### src/sv/pts_pkg.sv
`timescale 1ns / 1ps
// ----------------------------------------------------------------------------
// pts_pkg
// Shared types, codes and helpers of the periodic timer scheduler.
// ----------------------------------------------------------------------------
package pts_pkg;

   localparam int NUM_TIMERS_DEF = 16;
   localparam int TIME_BITS_DEF  = 20;

   localparam int TAG_W   = 16;
   localparam int MODE_W  = 2;
   localparam int DELAY_W = 20;
   localparam int SLOT_W  = 4;
   localparam int KIND_W  = 2;

   localparam logic [MODE_W-1:0] MODE_ONE_SHOT   = 2'd0;
   localparam logic [MODE_W-1:0] MODE_FIXED_RATE = 2'd1;
   localparam logic [MODE_W-1:0] MODE_FIXED_DLY  = 2'd2;

   localparam logic CMD_SCHEDULE = 1'b0;
   localparam logic CMD_TICK     = 1'b1;

   typedef enum logic [KIND_W-1:0] {
      KIND_ACCEPT   = 2'd0,
      KIND_FULL     = 2'd1,
      KIND_DISPATCH = 2'd2
   } kind_type;

   typedef struct packed {
      logic cap;
      logic sched_wr;
      logic full;
      logic rd;
      logic ev;
      logic flush;
   } ctl_cmd_type;

   typedef struct packed {
      logic slot_free;
      logic due;
      logic pend_valid;
      logic out_free;
   } dp_status_type;

   function automatic logic is_periodic(input logic [MODE_W-1:0] m);
      return m inside {MODE_FIXED_RATE, MODE_FIXED_DLY};
   endfunction

endpackage

### src/sv/pts_datapath.sv
`timescale 1ns / 1ps
// ----------------------------------------------------------------------------
// pts_datapath
// Timer table storage, scan pipeline, pending result and output register.
// ----------------------------------------------------------------------------
module pts_datapath #(
   parameter int NUM_TIMERS = pts_pkg::NUM_TIMERS_DEF,
   parameter int TIME_BITS  = pts_pkg::TIME_BITS_DEF
) (
   input  logic                              clock,
   input  logic                              reset,
   input  pts_pkg::ctl_cmd_type              cmd,
   input  logic [$clog2(NUM_TIMERS)-1:0]     idx,
   output pts_pkg::dp_status_type            status,
   input  logic [pts_pkg::TAG_W-1:0]         req_task_tag,
   input  logic [pts_pkg::MODE_W-1:0]        req_mode,
   input  logic [pts_pkg::DELAY_W-1:0]       req_first_delay,
   input  logic [pts_pkg::DELAY_W-1:0]       req_interval,
   output logic                              rsp_valid,
   input  logic                              rsp_stall,
   output logic [pts_pkg::KIND_W-1:0]        rsp_kind,
   output logic [pts_pkg::SLOT_W-1:0]        rsp_slot,
   output logic [pts_pkg::TAG_W-1:0]         rsp_dispatched_tag,
   output logic                              rsp_last
);
   import pts_pkg::*;

   localparam int IDX_W = $clog2(NUM_TIMERS);

   logic [TAG_W-1:0]     tag_ff;
   logic [MODE_W-1:0]    mode_ff;
   logic [TIME_BITS-1:0] delay_ff;
   logic [TIME_BITS-1:0] ivl_ff;

   logic [TAG_W-1:0]     tag_mem  [NUM_TIMERS];
   logic [MODE_W-1:0]    mode_mem [NUM_TIMERS];
   logic [TIME_BITS-1:0] rem_mem  [NUM_TIMERS];
   logic [TIME_BITS-1:0] ivl_mem  [NUM_TIMERS];

   logic [TAG_W-1:0]     rd_tag_ff;
   logic [MODE_W-1:0]    rd_mode_ff;
   logic [TIME_BITS-1:0] rd_rem_ff;
   logic [TIME_BITS-1:0] rd_ivl_ff;
   logic [IDX_W-1:0]     ev_idx_ff;

   logic [NUM_TIMERS-1:0] valid_ff, valid_in;

   logic                 pend_valid_ff, pend_valid_in;
   kind_type             pend_kind_ff;
   logic [SLOT_W-1:0]    pend_slot_ff;
   logic [TAG_W-1:0]     pend_tag_ff;

   logic                 rsp_valid_ff, rsp_valid_in;
   kind_type             rsp_kind_ff;
   logic [SLOT_W-1:0]    rsp_slot_ff;
   logic [TAG_W-1:0]     rsp_tag_ff;
   logic                 rsp_last_ff;

   logic                 ev_entry_valid;
   logic                 due;
   logic                 periodic;
   logic [TIME_BITS-1:0] reload;
   logic                 rem_we;
   logic [IDX_W-1:0]     rem_addr;
   logic [TIME_BITS-1:0] rem_wdata;
   logic                 out_load;
   logic                 out_free;

   assign ev_entry_valid = valid_ff[ev_idx_ff];
   assign due            = ev_entry_valid && (rd_rem_ff == '0);
   assign periodic       = is_periodic(rd_mode_ff);
   assign reload         = (rd_ivl_ff == '0) ? '0 : rd_ivl_ff - TIME_BITS'(1);

   assign rem_we   = cmd.sched_wr || (cmd.ev && ev_entry_valid);
   assign rem_addr = cmd.sched_wr ? idx : ev_idx_ff;

   always_comb begin
      if (cmd.sched_wr) begin
         rem_wdata = delay_ff;
      end else if (due) begin
         rem_wdata = reload;
      end else begin
         rem_wdata = rd_rem_ff - TIME_BITS'(1);
      end
   end

   always_ff @(posedge clock) begin
      if (cmd.cap) begin
         tag_ff   <= req_task_tag;
         mode_ff  <= req_mode;
         delay_ff <= TIME_BITS'(req_first_delay);
         ivl_ff   <= TIME_BITS'(req_interval);
      end
   end

   always_ff @(posedge clock) begin
      if (cmd.sched_wr) begin
         tag_mem[idx]  <= tag_ff;
         mode_mem[idx] <= mode_ff;
         ivl_mem[idx]  <= ivl_ff;
      end
      if (rem_we) begin
         rem_mem[rem_addr] <= rem_wdata;
      end
      if (cmd.rd) begin
         rd_tag_ff  <= tag_mem[idx];
         rd_mode_ff <= mode_mem[idx];
         rd_rem_ff  <= rem_mem[idx];
         rd_ivl_ff  <= ivl_mem[idx];
         ev_idx_ff  <= idx;
      end
   end

   always_comb begin
      valid_in = valid_ff;
      if (cmd.sched_wr) begin
         valid_in[idx] = 1'b1;
      end
      if (cmd.ev && due && !periodic) begin
         valid_in[ev_idx_ff] = 1'b0;
      end
   end

   always_ff @(posedge clock) begin
      if (reset) begin
         valid_ff <= '0;
      end else begin
         valid_ff <= valid_in;
      end
   end

   // pending beat: held back until the next one (or scan end) decides last
   assign out_free = !rsp_valid_ff || !rsp_stall;
   assign out_load = pend_valid_ff && ((cmd.ev && due) || cmd.flush);

   always_comb begin
      pend_valid_in = pend_valid_ff;
      if (cmd.flush) begin
         pend_valid_in = 1'b0;
      end
      if (cmd.sched_wr || cmd.full || (cmd.ev && due)) begin
         pend_valid_in = 1'b1;
      end
   end

   always_ff @(posedge clock) begin
      if (reset) begin
         pend_valid_ff <= 1'b0;
      end else begin
         pend_valid_ff <= pend_valid_in;
      end
   end

   always_ff @(posedge clock) begin
      if (cmd.sched_wr) begin
         pend_kind_ff <= KIND_ACCEPT;
         pend_slot_ff <= SLOT_W'(idx);
         pend_tag_ff  <= tag_ff;
      end else if (cmd.full) begin
         pend_kind_ff <= KIND_FULL;
         pend_slot_ff <= '0;
         pend_tag_ff  <= '0;
      end else if (cmd.ev && due) begin
         pend_kind_ff <= KIND_DISPATCH;
         pend_slot_ff <= SLOT_W'(ev_idx_ff);
         pend_tag_ff  <= rd_tag_ff;
      end
   end

   always_comb begin
      rsp_valid_in = rsp_valid_ff;
      if (rsp_valid_ff && !rsp_stall) begin
         rsp_valid_in = 1'b0;
      end
      if (out_load) begin
         rsp_valid_in = 1'b1;
      end
   end

   always_ff @(posedge clock) begin
      if (reset) begin
         rsp_valid_ff <= 1'b0;
      end else begin
         rsp_valid_ff <= rsp_valid_in;
      end
   end

   always_ff @(posedge clock) begin
      if (out_load) begin
         rsp_kind_ff <= pend_kind_ff;
         rsp_slot_ff <= pend_slot_ff;
         rsp_tag_ff  <= pend_tag_ff;
         rsp_last_ff <= cmd.flush;
      end
   end

   assign status.slot_free  = !valid_ff[idx];
   assign status.due        = due;
   assign status.pend_valid = pend_valid_ff;
   assign status.out_free   = out_free;

   assign rsp_valid          = rsp_valid_ff;
   assign rsp_kind           = rsp_kind_ff;
   assign rsp_slot           = rsp_slot_ff;
   assign rsp_dispatched_tag = rsp_tag_ff;
   assign rsp_last           = rsp_last_ff;

endmodule

### src/sv/pts_ctrl.sv
`timescale 1ns / 1ps
// ----------------------------------------------------------------------------
// pts_ctrl
// Sequencer for schedule and tick scans over the timer table.
// ----------------------------------------------------------------------------
module pts_ctrl #(
   parameter int NUM_TIMERS = pts_pkg::NUM_TIMERS_DEF
) (
   input  logic                          clock,
   input  logic                          reset,
   input  logic                          req_valid,
   input  logic                          req_command,
   output logic                          req_stall,
   output pts_pkg::ctl_cmd_type          cmd,
   output logic [$clog2(NUM_TIMERS)-1:0] idx,
   input  pts_pkg::dp_status_type        status
);
   import pts_pkg::*;

   localparam int IDX_W = $clog2(NUM_TIMERS);
   localparam int CNT_W = $clog2(NUM_TIMERS + 1);

   typedef enum logic [3:0] {
      ST_IDLE  = 4'b0001,
      ST_SCHED = 4'b0010,
      ST_TICK  = 4'b0100,
      ST_FLUSH = 4'b1000
   } state_type;

   state_type        state_ff, state_in;
   logic [CNT_W-1:0] idx_ff, idx_in;
   logic             ev_valid_ff, ev_valid_in;
   logic             at_end;
   logic             hold;

   assign at_end = (idx_ff == CNT_W'(NUM_TIMERS));
   assign hold   = ev_valid_ff && status.due && status.pend_valid && !status.out_free;
   assign idx    = idx_ff[IDX_W-1:0];

   always_comb begin
      state_in    = state_ff;
      idx_in      = idx_ff;
      ev_valid_in = ev_valid_ff;
      cmd         = '0;
      req_stall   = (state_ff != ST_IDLE);
      case (state_ff)
         ST_IDLE: begin
            if (req_valid) begin
               cmd.cap     = 1'b1;
               idx_in      = '0;
               ev_valid_in = 1'b0;
               state_in    = (req_command == CMD_TICK) ? ST_TICK : ST_SCHED;
            end
         end
         ST_SCHED: begin
            if (at_end) begin
               cmd.full = 1'b1;
               state_in = ST_FLUSH;
            end else if (status.slot_free) begin
               cmd.sched_wr = 1'b1;
               state_in     = ST_FLUSH;
            end else begin
               idx_in = idx_ff + CNT_W'(1);
            end
         end
         ST_TICK: begin
            if (!hold) begin
               cmd.ev = ev_valid_ff;
               if (!at_end) begin
                  cmd.rd      = 1'b1;
                  idx_in      = idx_ff + CNT_W'(1);
                  ev_valid_in = 1'b1;
               end else begin
                  ev_valid_in = 1'b0;
                  if (!ev_valid_ff) begin
                     state_in = ST_FLUSH;
                  end
               end
            end
         end
         ST_FLUSH: begin
            if (!status.pend_valid) begin
               state_in = ST_IDLE;
            end else if (status.out_free) begin
               cmd.flush = 1'b1;
               state_in  = ST_IDLE;
            end
         end
         default: begin
            state_in = ST_IDLE;
         end
      endcase
   end

   always_ff @(posedge clock) begin
      if (reset) begin
         state_ff    <= ST_IDLE;
         idx_ff      <= '0;
         ev_valid_ff <= 1'b0;
      end else begin
         state_ff    <= state_in;
         idx_ff      <= idx_in;
         ev_valid_ff <= ev_valid_in;
      end
   end

`ifndef SYNTHESIS
   a_idx_range: assert property (@(posedge clock) disable iff (reset)
      idx_ff <= CNT_W'(NUM_TIMERS))
      else $error("scan index past table end");

   a_flush_free: assert property (@(posedge clock) disable iff (reset)
      cmd.flush |-> status.out_free)
      else $error("last beat pushed into busy output");

   a_push_free: assert property (@(posedge clock) disable iff (reset)
      (cmd.ev && status.due && status.pend_valid) |-> status.out_free)
      else $error("dispatch beat pushed into busy output");

   a_accept_busy: assert property (@(posedge clock) disable iff (reset)
      (req_valid && !req_stall) |=> req_stall)
      else $error("accepted item did not start work");

   a_one_write: assert property (@(posedge clock) disable iff (reset)
      !(cmd.sched_wr && (cmd.rd || cmd.ev)))
      else $error("schedule write overlaps tick scan");
`endif

endmodule

### src/sv/periodic_timer_scheduler.sv
`timescale 1ns / 1ps
// ----------------------------------------------------------------------------
// periodic_timer_scheduler
// Table of countdown timers with one-shot and periodic dispatch.
// ----------------------------------------------------------------------------
// One item at a time. A schedule searches the slots one per cycle for the lowest
// free one and takes it, or answers full when the table is full. A tick walks the
// table through the single read port of the timer memory, one slot per cycle while
// the result side does not stall. Either item waits while the result side stalls.
// Each dispatch beat is held in the pending register until the next beat or the
// scan end, so the final beat of a tick can carry last.
module periodic_timer_scheduler #(
   parameter int NUM_TIMERS = pts_pkg::NUM_TIMERS_DEF,
   parameter int TIME_BITS  = pts_pkg::TIME_BITS_DEF
) (
   input  logic                         clock,
   input  logic                         reset,
   input  logic                         req_valid,
   output logic                         req_stall,
   input  logic                         req_command,
   input  logic [pts_pkg::TAG_W-1:0]    req_task_tag,
   input  logic [pts_pkg::MODE_W-1:0]   req_mode,
   input  logic [pts_pkg::DELAY_W-1:0]  req_first_delay,
   input  logic [pts_pkg::DELAY_W-1:0]  req_interval,
   output logic                         rsp_valid,
   input  logic                         rsp_stall,
   output logic [pts_pkg::KIND_W-1:0]   rsp_kind,
   output logic [pts_pkg::SLOT_W-1:0]   rsp_slot,
   output logic [pts_pkg::TAG_W-1:0]    rsp_dispatched_tag,
   output logic                         rsp_last
);
   import pts_pkg::*;

   localparam int IDX_W = $clog2(NUM_TIMERS);

   ctl_cmd_type      cmd;
   dp_status_type    status;
   logic [IDX_W-1:0] idx;

   pts_ctrl #(
      .NUM_TIMERS (NUM_TIMERS)
   ) u_ctrl (
      .clock       (clock),
      .reset       (reset),
      .req_valid   (req_valid),
      .req_command (req_command),
      .req_stall   (req_stall),
      .cmd         (cmd),
      .idx         (idx),
      .status      (status)
   );

   pts_datapath #(
      .NUM_TIMERS (NUM_TIMERS),
      .TIME_BITS  (TIME_BITS)
   ) u_datapath (
      .clock              (clock),
      .reset              (reset),
      .cmd                (cmd),
      .idx                (idx),
      .status             (status),
      .req_task_tag       (req_task_tag),
      .req_mode           (req_mode),
      .req_first_delay    (req_first_delay),
      .req_interval       (req_interval),
      .rsp_valid          (rsp_valid),
      .rsp_stall          (rsp_stall),
      .rsp_kind           (rsp_kind),
      .rsp_slot           (rsp_slot),
      .rsp_dispatched_tag (rsp_dispatched_tag),
      .rsp_last           (rsp_last)
   );

endmodule
### config.mk
export PLATFORM = sky130hd
export DESIGN_NAME = periodic_timer_scheduler
export DESIGN_NICKNAME = d
export VERILOG_FILES = /design/src/sv/pts_pkg.sv /design/src/sv/pts_datapath.sv /design/src/sv/pts_ctrl.sv /design/src/sv/periodic_timer_scheduler.sv
export SDC_FILE = /design/constraint.sdc
export NUM_CORES = 1
export LEC_CHECK = 0
export BUFFER_PORTS_ARGS = -buffer_cell sky130_fd_sc_hd__buf_2
export CAP_MARGIN = 0
export CORE_ASPECT_RATIO = 0.5
export CORE_MARGIN = 5
export CORE_UTILIZATION = 49
export DETAILED_ROUTE_END_ITERATION = 10
export HOLD_SLACK_MARGIN = 0.03
export PLACE_DENSITY = 0.62
export SYNTH_ARGS = -nofsm -noshare
export SYNTH_HDL_FRONTEND = slang
export SYNTH_SLANG_ARGS = --single-unit
### constraint.sdc
create_clock -name clock -period 14.7 [get_ports clock]
set_input_delay 0.735 -clock clock [delete_from_list [all_inputs] [get_ports clock]]
set_output_delay 0.735 -clock clock [all_outputs]
set_load 0.01 [all_outputs]
# Word level (Yosys, flattened, before mapping)
# Memories as Yosys holds them, arrays and structs flattened. A register that Yosys moved wholly into a read port is not among the register bits.
# Index checks and enable logic that the tools add are counted.
dict set report classes {
  mul 0
  n_reduce_logical 33
  bitwise_logic 3
  order_cmp 4
  n_shift 0
  add_sub_neg 3
  mux 61
  eq_ne 17
  div 0
}
# op n
set ops {}
lappend ops {{16-bit two-way mux} 5}
lappend ops {{20-bit two-way mux} 3}
lappend ops {{4-bit two-way mux} 12}
lappend ops {{20-bit zero test} 2}
lappend ops {{20-bit by 1-bit subtractor with 20-bit output (second input constant)} 2}
lappend ops {{1-bit two-way mux} 25}
lappend ops {{5-bit two-way mux} 5}
lappend ops {{16-bit AND} 1}
lappend ops {{16-bit inverter} 1}
lappend ops {{16-bit OR} 1}
lappend ops {{4-bit one-hot mux with 4 select lines} 1}
lappend ops {{5-bit one-hot mux with 3 select lines} 1}
lappend ops {{6-bit AND reduction} 2}
lappend ops {{1-bit logical AND} 11}
lappend ops {{4-bit by 5-bit less-than comparator with 1-bit output (second input constant)} 2}
lappend ops {{2-bit inequality test (second input constant)} 5}
lappend ops {{2-bit nonzero test} 5}
lappend ops {{1-bit binary-select mux with 4-bit select} 2}
lappend ops {{1-bit demux with 4-bit select} 2}
lappend ops {{4-bit by 1-bit greater-or-equal comparator with 1-bit output (second input constant)} 2}
lappend ops {{2-bit two-way mux} 3}
lappend ops {{3-bit inequality test (second input constant)} 2}
lappend ops {{3-bit nonzero test} 2}
lappend ops {{5-bit by 1-bit adder with 5-bit output (second input constant)} 1}
lappend ops {{other kinds (15)} 23}
dict set report totals {
  mem_bits_ro 0
  ff_bits 135
  mem_bits_rw 928
  n_memories 4
  out_inout_bits 25
  latchBits 0
  wordCells 144
}
# memory depth width rd rd_ports_with_merged_regs write_ports line_no
set memory_table {}
lappend memory_table {u_datapath.ivl_mem 16 20 1 1 1 pts_datapath.sv:38} ;# logic [TIME_BITS-1:0] ivl_mem [NUM_TIMERS];
lappend memory_table {u_datapath.rem_mem 16 20 1 1 1 pts_datapath.sv:37} ;# logic [TIME_BITS-1:0] rem_mem [NUM_TIMERS];
lappend memory_table {u_datapath.tag_mem 16 16 1 1 1 pts_datapath.sv:35} ;# logic [TAG_W-1:0] tag_mem [NUM_TIMERS];
lappend memory_table {u_datapath.mode_mem 16 2 1 1 1 pts_datapath.sv:36} ;# logic [MODE_W-1:0] mode_mem [NUM_TIMERS];

# Logic depth before layout (Yosys ltp)
dict set report logic_depth {
  ltp_word 12
  ltp_mapped 12
  depth_no_buf 8
}

# By module
# Synthesis repeated with hierarchy kept, for this count alone.
dict set report unflattened {
  hier_cells 1912
  hier_area_um2 43098.8
}
# module n_inst area_each_um2 cells_per_inst
set by_module_without_submodules {}
lappend by_module_without_submodules {pts_datapath 1 42350.6 1829}
lappend by_module_without_submodules {pts_ctrl 1 748.2 83}

# Least setup slack after synthesis
# Ideal clock, no wire load.
dict set report synth_timing {
  kind {flip-flop to flip-flop}
  startpoint {register u_ctrl.idx_ff[3]}
  endpoint {memory u_datapath.ivl_mem[0][0] in the netlist's numbering (enable)}
  required_ns 14.217
  arrival_time_ns 4.519
  synth_period_minus_slack_ns 5.002
  setup_time_ns 0.483
  slack_ns 9.698
  stages_incl_launch_ff 7
  path_cell_list {dfxtp_1 -> buf_6 -> mux2_2 -> mux4_2 -> or4_4 -> buf_6 -> nor3_1}
}
dict set report synth_via {
  elab_chain_len 7
}
# element line_no
set synth_rtl {}
lappend synth_rtl {{from (decl)} pts_ctrl.sv:31} ;# logic [CNT_W-1:0] idx_ff, idx_in;
lappend synth_rtl {{from (signal assigned)} pts_ctrl.sv:102} ;# idx_ff <= idx_in;
lappend synth_rtl {{1-bit binary-select mux with 4-bit select} pts_datapath.sv:197} ;# assign status.slot_free = !valid_ff[idx];
lappend synth_rtl {{1-bit two-way mux (not written as such)} pts_datapath.sv:197}
lappend synth_rtl {{1-bit two-way mux} pts_ctrl.sv:59} ;# end else if (status.slot_free) begin
lappend synth_rtl {{1-bit two-way mux} pts_ctrl.sv:56} ;# if (at_end) begin
lappend synth_rtl {{2-bit two-way mux} pts_ctrl.sv:46} ;# case (state_ff)
lappend synth_rtl {{1-bit two-way mux} pts_datapath.sv:97} ;# if (cmd.sched_wr) begin
lappend synth_rtl {{1-bit two-way mux (not written as such)} pts_datapath.sv:100} ;# ivl_mem[idx] <= ivl_ff;
lappend synth_rtl {{to (decl)} pts_datapath.sv:38}
# Parallel ways exist; a longest one is shown, timed or not. The select of a mux whose other input is x is not followed.

# Final worst setup path
dict set report layout_timing {
  startpoint {register u_ctrl.idx_ff[0]}
  endpoint {memory u_datapath.rem_mem[11][0] in the netlist's numbering (enable)}
}
dict set report layout_via {
  elab_chain_len 8
}
# element line_no
set layout_rtl {}
lappend layout_rtl {{1-bit binary-select mux with 4-bit select} pts_datapath.sv:197}
lappend layout_rtl {{1-bit two-way mux (not written as such)} pts_datapath.sv:197}
lappend layout_rtl {{1-bit two-way mux} pts_ctrl.sv:59}
lappend layout_rtl {{1-bit two-way mux} pts_ctrl.sv:56}
lappend layout_rtl {{2-bit two-way mux} pts_ctrl.sv:46}
lappend layout_rtl {{1-bit logical OR} pts_datapath.sv:74} ;# assign rem_we = cmd.sched_wr || (cmd.ev && ev_entry_valid);
lappend layout_rtl {{1-bit two-way mux} pts_datapath.sv:102} ;# if (rem_we) begin
lappend layout_rtl {{1-bit two-way mux (not written as such)} pts_datapath.sv:103} ;# rem_mem[rem_addr] <= rem_wdata;
lappend layout_rtl {{to (decl)} pts_datapath.sv:37}
# Parallel ways exist; a longest one is shown, timed or not. The select of a mux whose other input is x is not followed.

==> results.json <==
{
  "status": "complete, no violations",
  "grt_pass1_vias": 20400,
  "hold_violations": 0,
  "synth.area.top_cells": "edfxtp_1 (76%), mux4_2 (15%), dfxtp_1 (1.4%)",
  "drtPass1Iterations": 5,
  "ys_ff_latch": 1121,
  "syn-instance-count": 1937,
  "syn_nets": 2007,
  "cp_top_family": "simple AND/OR/NAND/NOR gates",
  "start_kind": "flip-flop",
  "synth_top_area_frac": 0.760,
  "num_rows": 76,
  "clk_pin_slew_worst_paths_ns": 0.07,
  "clockBufferDepth": 3,
  "cp.arrival_ns": 5.71,
  "p_leak_uw": 0.0146,
  "die_h_um": 220,
  "clkSinkCount": 1121,
  "synth_cell_type_count": 66,
  "cts_made_buffers": 95,
  "core_area_um2": 86700,
  "grt_overflow_total": 0,
  "ios": 88,
  "regArea_um2": 33400,
  "finalSetupTns_ns": 0,
  "post-route-period-util": 0.364,
  "yosysSeqAreaShare": 0.773,
  "p_total_uw": 6320,
  "critPathKind": "reg2reg",
  "cts_root_buffer": "clkbuf_16",
  "grt_pass1_wl_mm": 141,
  "max_stage_delay_ns": 0.87,
  "required_ns": 15.06,
  "crit_path_end_kind": "flip-flop",
  "comb_power_share": 0.047,
  "relSlewSlack": 0.264,
  "drive_gt1_frac": 0.291,
  "route.detailed.drc": 0,
  "yosys_warnings": 0,
  "place_area_um2": 45300,
  "critPathMostFrequentCell": "buf_4",
  "cap_violations": 0,
  "dpl.hpwl_mm": 52.3,
  "place.port_buffers": 87,
  "crit_chain": "buf_12, mux4_2, or4_4, nand2_2, buf_4, a31oi_1, nor2_2, buf_4",
  "worstPathMaxFanout": 117,
  "drt_iter0_markers": 2423,
  "power.density_nw_per_um2": 131,
  "power_switching_uw": 1320,
  "die_area_um2": 94400,
  "fp.dieW_um": 430,
  "via_count": 20300,
  "place.gp.congestion": 0.831,
  "p_int_uw": 5000,
  "async_flop_share": 0,
  "swShare": 0.209,
  "grt_max_degree": 164,
  "final.min_clock_period_ns": 5.35,
  "synth_top_area_cell": "edfxtp_1",
  "cts_hold_buffers": 0,
  "initial_core_util": 0.497,
  "viasPerCell": 6.08,
  "p_clk_frac": 0.381,
  "antennaDiodeCount": 0,
  "post_cts_buffers": 0,
  "routed_wl_mm": 95.4,
  "tritoncts": "built",
  "area_growth_pct": 11.8,
  "irDropWorstVdd_v": 0.000113,
  "antenna_left": 0,
  "finalClockSkew_ns": 0.0247,
  "critPathSlowestCell": "dfxtp_4",
  "cp_num_buf_inv": 3,
  "cts.repair.resized": 0,
  "cts_max_level": 3,
  "grt.total_usage": 0.205,
  "clock_latency_ns": 0.69,
  "fill_cells": 6494,
  "nets": 2163,
  "syn_area_um2": 43100,
  "finalSetupViolCount": 0,
  "report.final.slew_viol_count": 0,
  "syn-mean-instance-area_um2": 22.3,
  "place_inst": 3166,
  "multi_input_area_um2": 9460,
  "wl_per_cell_um": 28.6,
  "max_freq_mhz": 187,
  "antenna_found_initial": 2,
  "fin_area_um2": 48200,
  "hold_path.class": "in2reg",
  "worst_pin_slew_ns": 1.10,
  "pwr-share-seq": 0.572,
  "rsz0062_at_grt": "no",
  "synth_edf_count": 1091,
  "fin_cells": 3332,
  "dominantRegCellSynth": "edfxtp_1"
}
-- area by class of cell --
| type | count | share of cell area |
|---|---|---|
| inverter | 18 | 0.00140 |
| multi-input combinational | 703 | 0.196 |
| clock inverter | 45 | 0.00843 |
| timing repair buffer | 154 | 0.0200 |
| tap | 1170 | 0.0303 |
| sequential | 1121 | 0.692 |
| clock buffer | 121 | 0.0517 |
-- power by group through the flow --
| stage | combinational, uW | clock [uW] | sequential [uW] |
|---|---|---|---|
| floorplan | 233 | 0 | 3650 |
| CTS | 304 | 2460 | 3610 |
| finish | 296 | 2410 | 3610 |
| global route | 321 | 2610 | 3620 |
| global placement | 301 | 0 | 3680 |
| detailed placement | 303 | 0 | 3680 |
-- path summary, 6_finish.rpt --
path                                             from                                         end  slack, ns  depth (start not counted)
setup / recovery        u_ctrl.idx_ff[0]$_SDFFE_PP0P_         u_datapath.rem_mem[11][0]$_DFFE_PP_       9.35                          8
hold / removal                        req_interval[7]              u_datapath.ivl_ff[7]$_DFFE_PP_       0.22                          1
setup reg to reg        u_ctrl.idx_ff[0]$_SDFFE_PP0P_         u_datapath.rem_mem[11][0]$_DFFE_PP_       9.35                          8
hold reg to reg   u_datapath.pend_tag_ff[3]$_DFFE_PP_  u_datapath.rsp_dispatched_tag[3]$_DFFE_PP_       0.42                          0
-- metrics by stage --
step	setup WS [ns]	util	hold slack, ns
6_report	9.35	0.556	0.220
5_1_grt	8.95	0.556	0.180
4_1_cts	9.00	0.556	0.160
3_5_place_dp	8.99	0.523	0.405
3_3_place_gp	9.05	0.523	0.402
2_1_floorplan	9.70	-	0.400
-- kinds of logic after synthesis --
kind of cell               share of synthesized area
DFF                                            0.773
muxes                                          0.158
and+or+nand+nor                               0.0256
AOI/OAI and AO/OA                             0.0227
buffers and inverters                         0.0107
xor gates and xnor gates                     0.00751
adders and majority gates                    0.00203
-- state kept, by name (all words and copies together), names as in the netlist, 5 cells and up --
name and count:
u_datapath.delay_ff 20, u_datapath.tag_ff 16, u_datapath.pend_tag_ff 16, u_datapath.ivl_ff 20, u_datapath.rem_mem 320, u_datapath.ivl_mem 320, u_datapath.valid_ff 16, u_datapath.rd_rem_ff 20
u_datapath.rsp_dispatched_tag 16, u_datapath.rd_tag_ff 16, u_datapath.tag_mem 256, u_datapath.rd_ivl_ff 20, u_ctrl.idx_ff 5, u_datapath.mode_mem 32
-- layout by cell type, fill, tap and decap left out, drive strengths merged, types with 21 or more instances in the layout --
cell type,netlist,routed
edfxtp,1091,1091
mux4,292,292
buf,30,154
clkbuf,65,121
nor2,46,46
o21ai,35,35
nor3,34,34
clkinv,0,34
dfxtp,30,30
nand2,28,28
xnor2,23,23
a22oi,21,21
inv,18,21
-- synthesized netlist by cell type (18+ instances only) --
master and instances:
dfxtp_1 30, xnor2_1 23, a22o_1 19, a21oi_1 19
o21ai_0 35, edfxtp_1 1091, a22oi_1 21, inv_1 18
nor2_1 46, nor3_1 34, nand2_1 26, mux4_2 292
clkbuf_1 65
-- routing by layer --
| metal | up-vias | part of all wire | global-route usage |
|---|---|---|---|
| li1 | 8521 | - | - |
| met1 | 10900 | 0.45 | 0.310 |
| met2 | 713 | 0.47 | 0.319 |
| met3 | 148 | 0.062 | 0.0321 |
| met4 | 0 | 0.022 | 0.0519 |
| met5 | - | 0 | 0 |
Power figures use the tool's default switching activity.
